File: config.mk
export PLATFORM = sky130hd
export DESIGN_NAME = mgc_fold
export DESIGN_NICKNAME = d
export VERILOG_FILES = /design/src/rtl/mgc_pkg.sv /design/src/rtl/mgc_fold.sv
export SDC_FILE = /design/constraint.sdc
export NUM_CORES = 1
export LEC_CHECK = 0
export ABC_CLOCK_PERIOD_IN_PS = 800
export BUFFER_PORTS_ARGS = -buffer_cell sky130_fd_sc_hd__buf_2
export CAP_MARGIN = 10
export CORE_MARGIN = 2
export CORE_UTILIZATION = 46
export DETAILED_ROUTE_END_ITERATION = 16
export PLACE_DENSITY_LB_ADDON = 0.2
export REMOVE_ABC_BUFFERS = 1
export SYNTH_ARGS = -nofsm -noshare
export SYNTH_HDL_FRONTEND = slang
export SYNTH_SLANG_ARGS = --single-unit
export TNS_END_PERCENT = 50
File: constraint.sdc
create_clock -name clk_i -period 0.8 [get_ports clk_i]
set_input_delay 0.04 -clock clk_i [delete_from_list [all_inputs] [get_ports clk_i]]
set_output_delay 0.04 -clock clk_i [all_outputs]
set_load 0.1 [all_outputs]
File: src/rtl/mgc_pkg.sv
// shared constants and the coefficient table for the magma colormap
// no dependencies
`timescale 1ns / 1ps

package mgc_pkg;

  localparam int POS_W      = 17;
  localparam int BYTE_W     = 8;
  localparam int DEG        = 6;
  localparam int NCH        = 3;
  localparam int TABLE_FRAC = 24;
  localparam int INT_BITS   = 9;

  localparam int CH_RED   = 0;
  localparam int CH_GREEN = 1;
  localparam int CH_BLUE  = 2;

  // signed q8.24, index [channel][power]
  localparam longint MAGMA_Q24 [NCH][DEG+1] = '{
    '{-64'sd35844, 64'sd4222163, 64'sd140152119, -64'sd464204311,
      64'sd875370368, -64'sd851754516, 64'sd312990794},
    '{-64'sd12577, 64'sd11366954, -64'sd60024173, 64'sd239322469,
      -64'sd468815915, 64'sd487320794, -64'sd192766412},
    '{-64'sd90364, 64'sd41842823, 64'sd5275896, -64'sd228995798,
      64'sd217167127, 64'sd71037299, -64'sd93985318}
  };

  // table entry brought to frac fraction bits, ties away from zero
  function automatic longint coef_fix(int ch, int k, int frac);
    longint v;
    longint mag;
    int     sh;
    v   = MAGMA_Q24[ch][k];
    mag = (v < 0) ? -v : v;
    if (frac >= TABLE_FRAC) begin
      mag = mag <<< (frac - TABLE_FRAC);
    end else begin
      sh  = TABLE_FRAC - frac;
      mag = (mag + (64'sd1 <<< (sh - 1))) >>> sh;
    end
    return (v < 0) ? -mag : mag;
  endfunction

endpackage

File: src/rtl/mgc_fold.sv
// input stage: saturates the position and folds it into the mirrored ramp
// depends on mgc_pkg
`timescale 1ns / 1ps

module mgc_fold import mgc_pkg::*; #(
  parameter int POS_FRAC_BITS = 16
) (
  input  logic                     clk_i,
  input  logic                     rst_ni,
  input  logic                     valid_i,
  input  logic [POS_W-1:0]         position_i,
  output logic                     valid_o,
  output logic [POS_FRAC_BITS:0]   u_o
);

  localparam int UW = POS_FRAC_BITS + 1;
  localparam int CW = (POS_W > UW) ? POS_W : UW;

  logic [CW-1:0]   pos_ext;
  logic [CW-1:0]   one_ext;
  logic [UW-1:0]   t_sat;
  logic [UW:0]     dbl;
  logic [UW:0]     one_w;
  logic [UW:0]     fold;
  logic [UW-1:0]   u_d, u_q;
  logic            valid_q;

  always_comb begin
    pos_ext = CW'(position_i);
    one_ext = CW'(1) << POS_FRAC_BITS;
    t_sat   = (pos_ext > one_ext) ? one_ext[UW-1:0] : pos_ext[UW-1:0];
    dbl     = {t_sat, 1'b0};
    one_w   = (UW+1)'(1) << POS_FRAC_BITS;
    fold    = (dbl >= one_w) ? ((one_w << 1) - dbl) : dbl;
    u_d     = fold[UW-1:0];
  end

  always_ff @(posedge clk_i or negedge rst_ni) begin
    if (!rst_ni) begin
      valid_q <= 1'b0;
    end else begin
      valid_q <= valid_i;
    end
  end

  always_ff @(posedge clk_i) begin
    u_q <= u_d;
  end

  assign valid_o = valid_q;
  assign u_o     = u_q;

endmodule

==> metrics, run 1 <==
FP Rows 15; Placer Congestion 0.846; Yosys top cell by area dfxtp_1; status stopped before the end; mean post-synth cell area 9.27 um2; num ports 38; Initial Util 0.504; ys flop type dfxtp_1; total CTS buffers 3; Stop stage clock tree synthesis (4_1_cts); Post-synth EDFFs 0; synthesized area 890 um2; CTS root buf clkbuf_4; cts repair resizes 62; Post-DP HPWL 2360 um; Die W 48.0 um; Run Error [ERROR DPL-0038] Utilization greater than 100%, impossible to legalize; Area contributors post-synth dfxtp_1 (36%), a21oi_1 (3.9%), a311oi_1 (3.9%); post-CTS setup buffers 6; Num Clock Sinks 17; Die Span Y 48.0 um; Synth async-reset ratio 0.0588; Gate Count Post-Synth 96; register area share after synthesis 0.388; H-tree levels 1; Buffers on Ports 36; clk buf depth 2; Unique masters post-synth 44; CTS Hold Buffers Added 3; Yosys warnings 0; #FFs+latches synth 17; Yosys top cell area share 0.360
[cells by family after synthesis]
| kind of cell | share of synthesized area |
|---|---|
| muxes | 0.0239 |
| xor gates and xnor gates | 0.0394 |
| adders and majority gates | 0.0141 |
| other | 0.00422 |
| AOI/OAI and AO/OA | 0.241 |
| buffers and inverters | 0.0689 |
| and+or+nand+nor | 0.221 |
| DFF | 0.388 |
[synthesized netlist by cell type, types with 2 or more instances]
cell type   n
xor2_1      4
clkbuf_1    4
a311oi_1    4
o22ai_1     2
nor4_1      4
or3_1       2
buf_6       2
o211ai_1    2
or4_4       2
or2_2       2
nand2b_1    2
a21boi_0    2
nor2_1      7
inv_1       3
nor2b_1     3
a21oi_1     7
dfxtp_1    16
o41ai_1     2
[metrics by stage]
| stage | area (um2) | TNS, ns | std cells | hold WS (ns) | setup slack, ns |
|---|---|---|---|---|---|
| after floorplan | 840 | -7.90 | 88 | -0.256 | -0.705 |
| after global placement | 1540 | -9.27 | 180 | -0.186 | -0.817 |
| after detailed placement | 1540 | -10.06 | 180 | -0.183 | -0.917 |
==> run 2: changes to the inputs <==
Settings changed: CORE_AREA from default to 2 2 63 65, CORE_MARGIN 2 to default, CORE_UTILIZATION 46 to default, DIE_AREA from default to 0 0 65 67, PLACE_DENSITY_LB_ADDON 0.2 to 0.15.
==> metrics, run 2 <==
status finished, violations left; failing checks setup timing; register area share after synthesis 0.388 (unchanged); Post-DP HPWL 2170 um (-7.9%); ant diodes 0; WL per Instance 14.0 um; clk buf depth 2 (unchanged); global route total overflow 0; routed wire length 3130 um; CP Capture Type register; Required @ worst endpoint 0.94 ns; Fin. Hold Viols 0; CP Launch Type input pin; P&R area growth vs syn 132%; Yosys top cell area share 0.360 (unchanged); Unique masters post-synth 44 (unchanged); commonest non-fill, non-tap cell in the layout buf_4; Max-Cap Viols 0; largest family of logic cells by synthesized area compound AO/OA/AOI/OAI gates; net switching power 1.24 mW; DP Cell Count 208 (+16%); mean post-synth cell area 9.27 um2 (unchanged); Power Internal 1.93 mW; Sw Share 0.392; antenna violations before repair 0; synthesized-area fraction occupied by adder cells 0.0141 (unchanged); synthesized area 890 um2 (unchanged); Final Util 0.573; fin crit share 1.69; slowest stage cell, crit path or4_4; Clk network pwr share 0.208; Num Clock Sinks 17 (unchanged); crit path max fanout 3; Critical Path AT 1.49 ns; Synth async-reset ratio 0.0588 (unchanged); mux share of post-synthesis cell area 0.0239 (unchanged); Logic pwr share 0.477; final instance area 2070 um2; worst path bufs/invs 1; crit-path max cell delay 0.55 ns; CTS root buf clkbuf_8; layout cells sized above 1 0.766; LEAKAGE 0.885 nW; #FFs+latches synth 17 (unchanged); post-detailed-route via-to-cell ratio 4.65; Simple-Gate Fraction of Synth Area 0.221 (unchanged); Die W 65 um (+35%); Crit Path Class input pin to register; Worst-path clk slew 0.08 ns; num ports 38 (unchanged); FMAX 740 MHz; FP Rows 22 (+7); ys flop type dfxtp_1; total CTS buffers 3 (unchanged); Filler Cell Count 311; vias in the first global route 1108; Yosys top cell by area dfxtp_1; Post-synth EDFFs 0 (unchanged); critical path's top delay family simple AND/OR/NAND/NOR gates; DP Worst Slack -0.889 ns (+0.0278 ns); core area 3610 um2; pwr dens 1530 nW/um2; final setup vio count 22; Final ANT Viol Nets 0; most frequent cells in the layout buf_4 (35), buf_12 (17), buf_6 (16); max FFs per register 16; RSZ-0062 raised after global routing true; Area contributors post-synth dfxtp_1 (36%), a21oi_1 (3.9%), a311oi_1 (3.9%); first-pass GRT wire length 5110 um; DIE AREA 4360 um2; Die Span Y 67 um (+40%); routed vias 1038; Initial Util 0.247 (-0.258); CTS tree built; Hold WC Path Type input pin to async pin; Slew Limit Fails 0; Starting DRT DRC Count 22; post-synthesis xor/xnor area fraction 0.0394 (unchanged); sequential power share 0.315; NumNets Final 197; Synth top cells by count dfxtp_1 (16), a21oi_1 (7), nor2_1 (7); Gate Count Post-Synth 96 (unchanged); DRC violations left 0; GRT Overall Usage 0.154; Pre-Repair DR Iteration Count 4; final worst setup slack -0.551 ns; Yosys warnings 0 (unchanged); top-count cell post-synth dfxtp_1; Buffers on Ports 36 (unchanged); worst path cell trace buf_6, or4_4, or4_4, o31ai_4, a211oi_1; Placer Congestion 0.812 (-4.0%); largest net degree at the start of global routing 10; Layout Cells excl Fill 223; fin crit period 1.35 ns; most frequent CP cell or4_4; H-tree levels 1 (unchanged); complex-gate fraction of the synthesized area 0.241 (unchanged); Peak VDD IR 0.799 mV; Placement Cell Area 1610 um2 (+4.3%)
## run 2: cell counts after synthesis
Identical to the previous run, type by type.
## run 2: cell type report
type / instances / area, um2 / area share
Multi-Input combinational cell: 68 / 707 / 0.342
Sequential cell: 17 / 364 / 0.176
Timing Repair Buffer: 83 / 878 / 0.425
Clock buffer: 4 / 45.0 / 0.0218
Inverter: 3 / 11.3 / 0.00545
Tap cell: 48 / 60.1 / 0.0291
## run 2: path summary, 6_finish.rpt
check | start | depth (start not counted) | slack (ns) | to
min | rst_ni | 2 | 0.09 | valid_o
max | position_i[2] | 5 | -0.55 | u_o[9]
min in group clk_i | position_i[3] | 3 | 0.11 | u_o[4]
max in group asynchronous | rst_ni | 2 | 0.63 | valid_o
## run 2: kinds of logic after synthesis
kind of cell	Yosys count
flops	17
compound gates	29
mux	2
xor+xnor	4
fa+ha+maj	1
buf+inv	11
other cells	1
simple gates	31
## run 2: what timing repair did
item	in CTS	in global routing
hold buffers	2	0
gates resized for setup	49	27
hold endpoints to repair	2	0
pin swaps	15	18
setup buffers	8	3
setup endpoints to repair	32	31
## run 2: power by group through the flow
stage	clock [mW]	sequential (mW)	combinational, mW
final	0.659	0.997	1.51
after global routing	0.724	1.00	1.57
after CTS	0.680	0.984	1.47
after detailed placement	0	1.00	1.31
after global placement	0	1.00	1.30
after floorplan	0	1.51	0.183
## run 2: per-stage QoR
stage	setup TNS, ns	power, mW	hold slack [ns]
floorplan	-7.90	1.69	-0.256
global placement	-9.46	2.30	-0.185
detailed placement	-9.44	2.31	-0.184
CTS	-5.10	3.14	0.0949
global route	-5.65	3.30	0.107
finish	-4.69	3.17	0.0925
## run 2: metal layers
metal / GRT usage / routed length [um] / vias to the layer above
met1: 0.183 / 1340 / 490
met3: 0.0270 / 149 / 4
met4: 0.0718 / 49 / 0
met2: 0.268 / 1590 / 25
li1: - / - / 519
met5: 0 / 0 / -
(Power assumes the default switching activity.)
