==> config.mk <==
export PLATFORM = sky130hd
export DESIGN_NAME = mgc_clamp
export DESIGN_NICKNAME = d
export VERILOG_FILES = /design/src/rtl/mgc_pkg.sv /design/src/rtl/mgc_clamp.sv
export SDC_FILE = /design/constraint.sdc
export NUM_CORES = 1
export LEC_CHECK = 0
export ABC_AREA = 1
export BUFFER_PORTS_ARGS = -buffer_cell sky130_fd_sc_hd__buf_2
export CAP_MARGIN = 30
export CORE_MARGIN = 3
export CORE_UTILIZATION = 50
export DETAILED_ROUTE_END_ITERATION = 16
export GPL_TIMING_DRIVEN = 0
export PLACE_DENSITY_LB_ADDON = 0.1
export RECOVER_POWER = 50
export SLEW_MARGIN = 20
export SYNTH_ARGS = -nofsm -noshare
export SYNTH_HDL_FRONTEND = slang
export SYNTH_SLANG_ARGS = --single-unit
==> constraint.sdc <==
create_clock -name clk_i -period 1.2 [get_ports clk_i]
set_input_delay 0.18 -clock clk_i [delete_from_list [all_inputs] [get_ports clk_i]]
set_output_delay 0.18 -clock clk_i [all_outputs]
set_load 0.02 [all_outputs]
==> src/rtl/mgc_pkg.sv <==
// shared constants and the coefficient table for the magma colormap
// no dependencies
`timescale 1ns / 1ps

package mgc_pkg;

  localparam int POS_W      = 17;
  localparam int BYTE_W     = 8;
  localparam int DEG        = 6;
  localparam int NCH        = 3;
  localparam int TABLE_FRAC = 24;
  localparam int INT_BITS   = 9;

  localparam int CH_RED   = 0;
  localparam int CH_GREEN = 1;
  localparam int CH_BLUE  = 2;

  // signed q8.24, index [channel][power]
  localparam longint MAGMA_Q24 [NCH][DEG+1] = '{
    '{-64'sd35844, 64'sd4222163, 64'sd140152119, -64'sd464204311,
      64'sd875370368, -64'sd851754516, 64'sd312990794},
    '{-64'sd12577, 64'sd11366954, -64'sd60024173, 64'sd239322469,
      -64'sd468815915, 64'sd487320794, -64'sd192766412},
    '{-64'sd90364, 64'sd41842823, 64'sd5275896, -64'sd228995798,
      64'sd217167127, 64'sd71037299, -64'sd93985318}
  };

  // table entry brought to frac fraction bits, ties away from zero
  function automatic longint coef_fix(int ch, int k, int frac);
    longint v;
    longint mag;
    int     sh;
    v   = MAGMA_Q24[ch][k];
    mag = (v < 0) ? -v : v;
    if (frac >= TABLE_FRAC) begin
      mag = mag <<< (frac - TABLE_FRAC);
    end else begin
      sh  = TABLE_FRAC - frac;
      mag = (mag + (64'sd1 <<< (sh - 1))) >>> sh;
    end
    return (v < 0) ? -mag : mag;
  endfunction

endpackage

==> src/rtl/mgc_clamp.sv <==
// output stage: scales each channel by 255, clamps and truncates to a byte
// depends on mgc_pkg
`timescale 1ns / 1ps

module mgc_clamp import mgc_pkg::*; #(
  parameter int COEF_FRAC_BITS = 24
) (
  input  logic                                       clk_i,
  input  logic                                       rst_ni,
  input  logic                                       valid_i,
  input  logic signed [COEF_FRAC_BITS+INT_BITS-1:0]  acc_i [NCH],
  output logic                                       valid_o,
  output logic        [BYTE_W-1:0]                   byte_o [NCH]
);

  localparam int ACC_W = COEF_FRAC_BITS + INT_BITS;
  localparam int XW    = ACC_W + BYTE_W;

  logic signed [XW-1:0]     scaled [NCH];
  logic signed [XW-1:0]     quot   [NCH];
  logic        [BYTE_W-1:0] byte_d [NCH];
  logic        [BYTE_W-1:0] byte_q [NCH];
  logic                     valid_q;

  always_comb begin
    for (int ch = 0; ch < NCH; ch++) begin
      scaled[ch] = (XW'(acc_i[ch]) <<< BYTE_W) - XW'(acc_i[ch]);
      quot[ch]   = scaled[ch] >>> COEF_FRAC_BITS;
      if (acc_i[ch] <= 0) begin
        byte_d[ch] = '0;
      end else if (quot[ch] > XW'(255)) begin
        byte_d[ch] = '1;
      end else begin
        byte_d[ch] = quot[ch][BYTE_W-1:0];
      end
    end
  end

  always_ff @(posedge clk_i or negedge rst_ni) begin
    if (!rst_ni) begin
      valid_q <= 1'b0;
    end else begin
      valid_q <= valid_i;
    end
  end

  always_ff @(posedge clk_i) begin
    byte_q <= byte_d;
  end

  assign valid_o = valid_q;
  assign byte_o  = byte_q;

  a_neg_black: assert property (@(posedge clk_i) disable iff (!rst_ni)
    valid_i && (acc_i[CH_RED] <= 0) |=> (byte_o[CH_RED] == '0))
    else $error("non-positive red value did not give zero");

  a_valid_follows: assert property (@(posedge clk_i) disable iff (!rst_ni)
    valid_i |=> valid_o)
    else $error("clamp stage dropped a transaction");

endmodule

Word level (Yosys, flattened, before mapping)

Index checks and enable logic that the tools add are counted.

Register bits after elaboration: 25
Output and inout bits: 25

Muxes and demuxes: 3
Order comparisons: 6
Add/sub/neg operators: 3

Operator list:

| operator                                                                          | count |
|---|---|
| 41-bit by 33-bit subtractor with 41-bit output                                    | 3 |
| 33-bit by 1-bit <= comparator with 1-bit output (second input constant)           | 3 |
| 17-bit by 9-bit greater-than comparator with 1-bit output (second input constant) | 3 |
| 8-bit two-way mux                                                                 | 3 |

Logic depth before layout (Yosys ltp)

Gate-level depths: netlist of run 1.

Depth after elaboration: 3
Mapped depth: 19
Depth with buffers taken out: 19

Least setup slack after synthesis of run 1

No wires, ideal clock.

Path type: input-to-reg
Start: in acc_i[65] in the netlist's numbering
End: reg byte_q (netlist bit byte_o[10])
Arrival: 1,810 ps
Cell stages on the path: 17
Buffers on the path: 0
Path slack: -759 ps
Cell sequence: inv_1 -> ha_1 -> nand2_2 -> nor2_4 -> inv_2 -> nor2_2 -> nand2_2 -> nor2_2 -> nand2_1 -> nand2_1 -> nor2_1 -> nand2_1 -> nand2_1 -> nor2_2 -> nand2_2 -> o21bai_4 -> a21oi_1

Cells in the longest elaborated chain, start to end: 3
Elaborated cells on any way between the ends: 4
Classes of those cells: add/sub: 1; order compare: 2; mux: 1

Ends and longest elaborated chain:

| what                                                      | RTL line        | source |
|---|---|---|
| start, declared                                           | mgc_clamp.sv:11 | `input logic signed [COEF_FRAC_BITS+INT_BITS-1:0] acc_i [NCH],` |
| 41-bit by 33-bit subtractor with 41-bit output            | mgc_clamp.sv:27 | `scaled[ch] = (XW'(acc_i[ch]) <<< BYTE_W) - XW'(acc_i[ch]);` |
| 17-bit by 9-bit greater-than comparator with 1-bit output | mgc_clamp.sv:31 | `end else if (quot[ch] > XW'(255)) begin` |
| 8-bit two-way mux                                         | mgc_clamp.sv:31 |  |
| end signal, assigned                                      | mgc_clamp.sv:48 | `byte_q <= byte_d;` |
| end, declared                                             | mgc_clamp.sv:22 | `logic [BYTE_W-1:0] byte_q [NCH];` |

Parallel ways exist; a longest one is shown, timed or not.
A chain may end at the register's enable or synchronous reset.

Final worst setup path of run 1

Start: in acc_i[65] in the netlist's numbering
End: reg byte_q (netlist bit byte_o[9])

Same word-level chain as after synthesis.

==> metrics.yaml, run 1 <==
ys.flop_type: "dfxtp_1"
dp_hpwl_um: 24900
cp_max_fo: 8
pwr-share-seq: 0.133
vias: 11200
clock_path_buffers: 2
antenna_found_initial: 0
outcome: "finished, violations left"
pin_count: 127
die-area_um2: 18400
grt_pass1_wl_um: 47700
p_leak_nw: 6.18
p_sw_frac: 0.523
cts-buffers-inserted: 3
synth_cell_types: 32
placementRows: 46
cts.sinks: 25
finalCriticalPeriod_ns: 2.10
worst_setup_path_end_kind: "flop"
final.fill_count: 1463
layoutNonFillerInstCount: 2084
grt_max_degree: 16
drv_cap: 0
synth_top_area_frac: 0.280
finalCritPeriodShare: 1.75
area_growth_pct: 38.9
setup_viol: 24
switching_power_w: 0.00381
track_usage: 0.319
drt_wl_total_um: 31800
hold_viol_final: 0
whs_ns: 0.0767
io_buffers: 126
p_per_area_nw_per_um2: 625
cts_tree: "built"
grt_pass1_vias: 10000
async_flop_share: 0.0400
fin_ws_ns: -0.896
ys_seq_area_frac: 0.0603
viasPerCell: 5.37
placed_cells_incl_taps: 2033
first_pass_iters: 5
slew-limit-headroom: 0.502
ir_drop_v: 0.000573
path_class: "input pin to flop"
place_congestion: 1.01
rsz0062_at_grt: "true"
cts-htree-levels: 1
arrival_ns: 2.24
synth_top_cell_by_area: "nand2_1"
num_antenna_cells: 0
required_ns: 1.34
drive_gt1_frac: 0.276
p_int_w: 0.00347
seqCellArea_um2: 505
syn_nets: 1889
clock-root-buffer: "clkbuf_16"
combPwrFrac: 0.752
clk_pin_slew_ns: 0.08
wire_per_inst_um: 15.2
chipWidth_um: 136
placed_area_um2: 9290
drtIter0Drc: 846
synth_area_leaders: "nand2_1 28%, inv_1 17%, ha_1 14%, nor2_1 8.8%, a21oi_1 6.6%"
synth-edff-count: 0
die_y_um: 136
cp-start-kind: "input pin"
nets: 2067
clkPwrFrac: 0.115
fmax_ghz: 0.477
tightest_slew_ns: 0.748
start_util: 0.519
syn_inst: 1691
worstHoldPathType: "input pin to flop"
drt_drc_violations_left: 0
synth_warnings: 0
fin_area_um2: 11700
drv_slew: 0
multi_input_area_um2: 8330
grt-ovfl-total: 0
violations: "negative setup slack"
antenna_left: 0
syn_area_um2: 8390
synth_area_per_cell_um2: 4.96
coreArea_um2: 16200
ys_ff_latch: 25
metal layers:
metal,GRT usage,part of all wire
met5,0,0
met4,0.0801,0.034
met3,0.0271,0.074
met2,0.525,0.45
met1,0.449,0.44
synth_stat cells, types with 2 or more instances:
cell / instances
nand2_1: 625
inv_1: 371
nor2_1: 197
a21oi_1: 110
ha_1: 96
nand3_1: 73
o21ai_0: 39
nand4_1: 38
dfxtp_1: 24
nor2_2: 18
xnor2_1: 14
nor3_1: 13
nand2_2: 11
xor2_1: 11
nor4_1: 10
o21bai_1: 8
and2_1: 6
nand3b_1: 4
nor2_4: 4
a31oi_1: 3
a221oi_1: 2
a41o_1: 2
inv_2: 2
nor3b_1: 2
cell usage in the layout, fill, tap and decap left out, types with 42 or more instances in the layout:
| cell | n |
|---|---|
| nand2_2 | 73 |
| nor2_2 | 58 |
| a21oi_2 | 42 |
| buf_2 | 112 |
| nor2_1 | 122 |
| inv_1 | 351 |
| nand2_1 | 546 |
| ha_4 | 68 |
| a21oi_1 | 62 |
| nand3_1 | 65 |
cell families (layout without fill, tap and decap cells):
kind of cell | count (synthesis) | count (layout) | share of synthesized area
fa+ha+maj | 96 | 96 | 0.143
buf+inv | 373 | 550 | 0.167
simple gates | 1003 | 1003 | 0.494
xor+xnor | 25 | 25 | 0.0261
compound gates | 169 | 169 | 0.110
flops | 25 | 25 | 0.0603
metrics by stage:
stage           util  setup WS (ns)  total power (W)  TNS [ns]
2_1_floorplan      -         -0.759          0.00381    -16.70
3_3_place_gp   0.574          -1.38          0.00493    -30.90
3_5_place_dp   0.574          -1.40          0.00496    -31.24
4_1_cts        0.670         -0.893          0.00661    -19.23
5_1_grt        0.720          -1.06          0.00781    -23.78
6_report       0.720         -0.896          0.00728    -20.98
flip-flops by register name (all words and copies together), names as in the netlist:
signal,cells
valid_o,1
byte_o,24
worst max-delay path, cell delays in order:
cell and delay [ns]:
buf_6 0.08, clkinvlp_4 0.14, buf_12 0.17, ha_4 0.30
nand2_4 0.08, nor2_4 0.14, nand2_2 0.10, nor2_2 0.15
nand3_2 0.12, nand4_1 0.11, nand2_1 0.09, nor2_1 0.09
nand2_1 0.10, o21bai_4 0.17, buf_12 0.14, a21oi_2 0.05
power by group through the flow:
stage	clock, W	sequential, W	combinational (W)
3_5_place_dp	0	0.000986	0.00397
5_1_grt	0.000854	0.000981	0.00597
6_report	0.000834	0.000972	0.00548
3_3_place_gp	0	0.000986	0.00395
2_1_floorplan	0	0.00114	0.00267
4_1_cts	0.000846	0.000968	0.00479
area by class of cell:
| type | count | share of cell area |
|---|---|---|
| repair buffers | 173 | 0.0903 |
| inverters | 373 | 0.122 |
| clock inverters | 1 | 0.000644 |
| multi-input cells | 1293 | 0.714 |
| flip-flops and latches | 25 | 0.0434 |
| well taps | 216 | 0.0232 |
| clock buffers | 3 | 0.00644 |
path summary, 6_finish.rpt:
kind | slack (ns) | to | depth (start not counted) | start
setup / recovery | -0.90 | byte_o[9] | 16 | acc_i[65]
hold / removal | 0.08 | valid_o | 1 | valid_i
max in group asynchronous | 0.86 | valid_o | 2 | rst_ni
min in group asynchronous | 0.25 | valid_o | 2 | rst_ni
timing repair:
| item | 4_1_cts | 5_1_grt |
|---|---|---|
| pin swaps | 90 | 91 |
| resized for setup | 251 | 158 |
| hold endpoints to repair | 1 | 0 |
| endpoints found under the setup margin | 24 | 24 |
| hold buffers | 1 | 0 |
| setup buffers | 32 | 13 |
No activity file was read; power rests on OpenSTA's default activity.
==> run 2, diff against run 1 <==
Settings changed: CELL_PAD_IN_SITES_DETAIL_PLACEMENT from default to 1, CELL_PAD_IN_SITES_GLOBAL_PLACEMENT from default to 2, CORE_UTILIZATION 50 to 31.
==> metrics.yaml, run 2 (synthesis results as in run 1) <==
outcome: "finished, violations left"
violations: "negative setup slack"
wire_per_inst_um: 17.1
cp_num_buf_inv: 5
min_to: "valid_o"
fmax_ghz: 0.456
drive_gt1_frac: 0.302
antenna_left: 0
rsz0062_at_grt: "true"
grt-ovfl-total: 0
worstHoldPathType: "input pin to flop"
hold_viol_final: 0
final_cell_mix: "521 x nand2_1, 348 x inv_1, 108 x nor2_1, 105 x buf_2, 91 x nand2_2"
drtIter0Drc: 358
path_class: "input pin to flop"
clock-root-buffer: "clkbuf_16"
vias: 10900
wl_met3_um: 884
met2_length_um: 19400
antenna_found_initial: 0
cpMostUsedCell: "nand2_2"
cp-start-kind: "input pin"
final.fill_count: 3741
pin_count: 127
cpMaxStageDelayCell: "ha_4"
cts-buffers-inserted: 3
arrival_ns: 2.39
grt_pass1_wl_um: 58300
placementRows: 59
layout_commonest_cell: "nand2_1"
cts.sinks: 25
cts_tree: "built"
area_growth_pct: 44.4
p_per_area_nw_per_um2: 622
wl_met1_um: 16700
chipWidth_um: 170
nets: 2076
drv_cap: 0
num_antenna_cells: 0
cts-htree-levels: 1
path_delay_family: "simple AND/OR/NAND/NOR gates"
cp_max_fo: 9
finalCriticalPeriod_ns: 2.19
drv_slew: 0
first_pass_iters: 5
coreArea_um2: 26400
clk_pin_slew_ns: 0.07
power_w: 0.00753
die-area_um2: 29100
viasPerCell: 4.94
fin_util: 0.460
clock_path_buffers: 2
setup_viol: 24
hold_depth: 1
required_ns: 1.40
fin_ws_ns: -0.994
hold_start: "valid_i"
slew-limit-headroom: 0.368
grt_pass1_vias: 11400
dr.max_layer_used: "met4"
largest_reg_flops: 24
tightest_slew_ns: 0.944
grt_max_degree: 15
worst_setup_path_end_kind: "flop"
placed_area_um2: 9440
start_util: 0.318
finalCritPeriodShare: 1.83
critical-path-max-stage-delay_ns: 0.29
p_leak_nw: 6.29
fin_area_um2: 12100
die_y_um: 170
ir_drop_v: 0.000561
drt_wl_total_um: 37900
track_usage: 0.250
dp_hpwl_um: 31500
drt_drc_violations_left: 0
io_buffers: 126
place_congestion: 0.919
cp_cell_sequence: "buf_2, clkinvlp_4, buf_12, ha_4, nand2_4, nor2_4, nand2_2, nor2_2, nand4_1, buf_4, nand3_1, nand2_1, nand2_2, nor2_4, nand2_2, o21bai_4, buf_12, a21oi_4"
-- run 2: changes by cell type in the layout (fill, tap and decap cells not counted), sizes merged --
cell and delta:
clkinv +1, buf +5, clkbuf +4, clkinvlp -1
-- run 2: cell type report --
type | count | area (um^2) | share of cell area
clock inverter | 1 | 5.00 | 0.000413
tap | 335 | 419 | 0.0346
clock buffer | 3 | 75.1 | 0.00620
timing repair buffer | 182 | 1150 | 0.0949
inverter | 373 | 1420 | 0.117
multi-input combinational | 1293 | 8540 | 0.705
sequential | 25 | 505 | 0.0417
-- run 2: report_power, final --
part	internal (W)	switching (W)	total, W	leakage [nW]
combinational	0.00217	0.00356	0.00573	6.03
sequential	0.000945	0.0000288	0.000974	0.213
clock	0.000453	0.000375	0.000828	0.0409
-- run 2: repair_timing --
item / 4_1_cts / 5_1_grt
hold buffers: 1 / 0
pin swaps: 70 / 107
hold endpoints to repair: 1 / 0
endpoints found under the setup margin: 24 / 24
buffers inserted: 35 / 20
gates resized for setup: 276 / 197
-- run 2: stage by stage --
step | setup TNS [ns] | hold slack [ns] | setup slack [ns] | std cells
6_report | -21.49 | 0.0133 | -0.994 | 2212
5_1_grt | -24.28 | 0.00281 | -1.10 | 2212
4_1_cts | -21.15 | 0.00440 | -0.991 | 2192
3_5_place_dp | -36.05 | -0.0449 | -1.66 | 2152
3_3_place_gp | -36.11 | -0.0458 | -1.66 | 2152
2_1_floorplan | -16.70 | -0.116 | -0.759 | 1691
-- run 2: worst max-delay path by stage --
stage                    from    endpoint  slack (ns)  depth (start not counted)
detailed placement  acc_i[98]  byte_o[20]       -1.66                         16
CTS                 acc_i[65]   byte_o[9]       -0.99                         17
global placement    acc_i[98]  byte_o[20]       -1.66                         16
global route        acc_i[50]   byte_o[9]       -1.10                         18
floorplan           acc_i[65]  byte_o[10]       -0.76                         17
finish              acc_i[65]   byte_o[9]       -0.99                         18
-- run 2: per-layer routing --
layer / GRT usage / vias to the layer above
met2: 0.479 / 160
met4: 0.0434 / 0
met3: 0.0178 / 35
met1: 0.308 / 5130
met5: 0 / -
li1: - / 5592
==> run 3, diff against run 2 <==
Settings changed: ABC_CLOCK_PERIOD_IN_PS from default to 2300, CORE_UTILIZATION 31 to 29.
Clock period 1.2 ns to 2.3 ns, I/O delays scaled along.
==> metrics.yaml, run 3 (synthesis results as in run 1) <==
fin_ws_ns: -0.0504
switching_power_w: 0.00201
place_congestion: 0.932
chipWidth_um: 176
pwr-share-seq: 0.134
met2_length_um: 18500
clock_path_buffers: 2
worst_setup_path_end_kind: "flop"
cp_max_fo: 8
die_y_um: 176
first_pass_iters: 4
grt_max_degree: 17
cp-start-kind: "input pin"
clk_pin_slew_ns: 0.08
hold_viol_final: 0
nets: 2058
wl_met1_um: 16700
placed_area_um2: 9490
cts.sinks: 25
hold_depth: 1
p_per_area_nw_per_um2: 324
drv_slew: 0
p_leak_nw: 6.13
wl_met3_um: 1160
grt_pass1_vias: 11100
placementRows: 61
num_antenna_cells: 0
ir_drop_v: 0.000267
whs_ns: 0.177
start_util: 0.298
slew-limit-headroom: 0.410
worstHoldPathType: "input pin to flop"
grt_pass1_wl_um: 57500
layoutNonFillerInstCount: 2237
cpMaxStageDelayCell: "ha_4"
largest_reg_flops: 24
arrival_ns: 2.48
antenna_found_initial: 0
clock-root-buffer: "clkbuf_16"
pin_count: 127
viasPerCell: 4.79
coreArea_um2: 28200
area_growth_pct: 39.7
fin_util: 0.416
cp_num_buf_inv: 4
fmax_ghz: 0.425
dr.max_layer_used: "met4"
tightest_slew_ns: 0.883
combPwrFrac: 0.750
wire_per_inst_um: 16.6
die-area_um2: 31000
path_class: "input pin to flop"
min_to: "valid_o"
critical-path-max-stage-delay_ns: 0.31
drtIter0Drc: 434
path_delay_family: "simple AND/OR/NAND/NOR gates"
io_buffers: 126
dp_hpwl_um: 32100
final_cell_mix: "546 x nand2_1, 355 x inv_1, 119 x nor2_1, 109 x buf_2, 75 x nand2_2"
placed_cells_incl_taps: 2195
violations: "negative setup slack"
grt-ovfl-total: 0
required_ns: 2.43
layout_commonest_cell: "nand2_1"
p_sw_frac: 0.528
cp_cell_sequence: "buf_6, clkinvlp_4, buf_12, ha_4, nand2_4, nor2_4, nand2_2, nor2_2, nand4_1, nand4_1, nand2_2, nor2_4, nand2_2, o21bai_4, buf_12, a21oi_1"
finalCriticalPeriod_ns: 2.35
rsz0062_at_grt: "true"
track_usage: 0.231
drt_drc_violations_left: 0
finalCritPeriodShare: 1.02
cpMostUsedCell: "nand2_2"
outcome: "finished, violations left"
drive_gt1_frac: 0.265
cts_tree: "built"
drv_cap: 0
clkPwrFrac: 0.116
p_int_w: 0.00179
vias: 10700
setup_viol: 8
cts-htree-levels: 1
cts-buffers-inserted: 3
hold_start: "valid_i"
fin_area_um2: 11700
drt_wl_total_um: 37100
antenna_left: 0
[run 3: cell count changes in the layout (fill, tap and decap cells not counted), sizes merged]
cell    change
buf        -16
clkbuf      -2
inv         +1
clkinv      -1
[run 3: what timing repair did]
item | in CTS | in global routing
gates resized for setup | 149 | 245
endpoints found under the hold margin | 1 | 0
hold buffers | 1 | 0
pin swaps | 55 | 67
setup buffers | 28 | 9
endpoints found under the setup margin | 24 | 24
[run 3: stage by stage]
step	power [W]	setup slack, ns	TNS [ns]
floorplan	0.00199	0.176	0
global placement	0.00270	-0.730	-13.34
detailed placement	0.00272	-0.776	-13.46
CTS	0.00346	-0.0582	-0.447
global route	0.00415	-0.178	-2.52
finish	0.00380	-0.0504	-0.325
[run 3: layer usage]
layer / GRT usage / up-vias
li1: - / 5554
met1: 0.290 / 4955
met2: 0.427 / 166
met3: 0.0211 / 39
met4: 0.0468 / 0
met5: 0 / -
[run 3: how the worst max path moves through the flow]
| stage | start | end | slack, ns | depth (start not counted) |
|---|---|---|---|---|
| after floorplan | acc_i[65] | byte_o[10] | 0.18 | 17 |
| after global placement | acc_i[65] | byte_o[14] | -0.73 | 16 |
| after detailed placement | acc_i[65] | byte_o[13] | -0.78 | 16 |
| after CTS | acc_i[65] | byte_o[14] | -0.06 | 17 |
| after global routing | acc_i[49] | byte_o[9] | -0.18 | 15 |
| final | acc_i[65] | byte_o[9] | -0.05 | 16 |
[run 3: layout make-up]
class	count	area, um^2
Clock inverter	1	8.76
Inverter	373	1420
Multi-Input combinational cell	1293	8250
Sequential cell	25	505
Clock buffer	3	75.1
Timing Repair Buffer	164	985
Fill cell	3916	16400
Tap cell	378	473
[run 3: power groups by stage]
stage	logic (W)	registers (W)	clock network, W
finish	0.00285	0.000508	0.000442
floorplan	0.00139	0.000596	0
detailed placement	0.00220	0.000516	0
CTS	0.00251	0.000508	0.000444
global route	0.00317	0.000515	0.000469
global placement	0.00218	0.000516	0
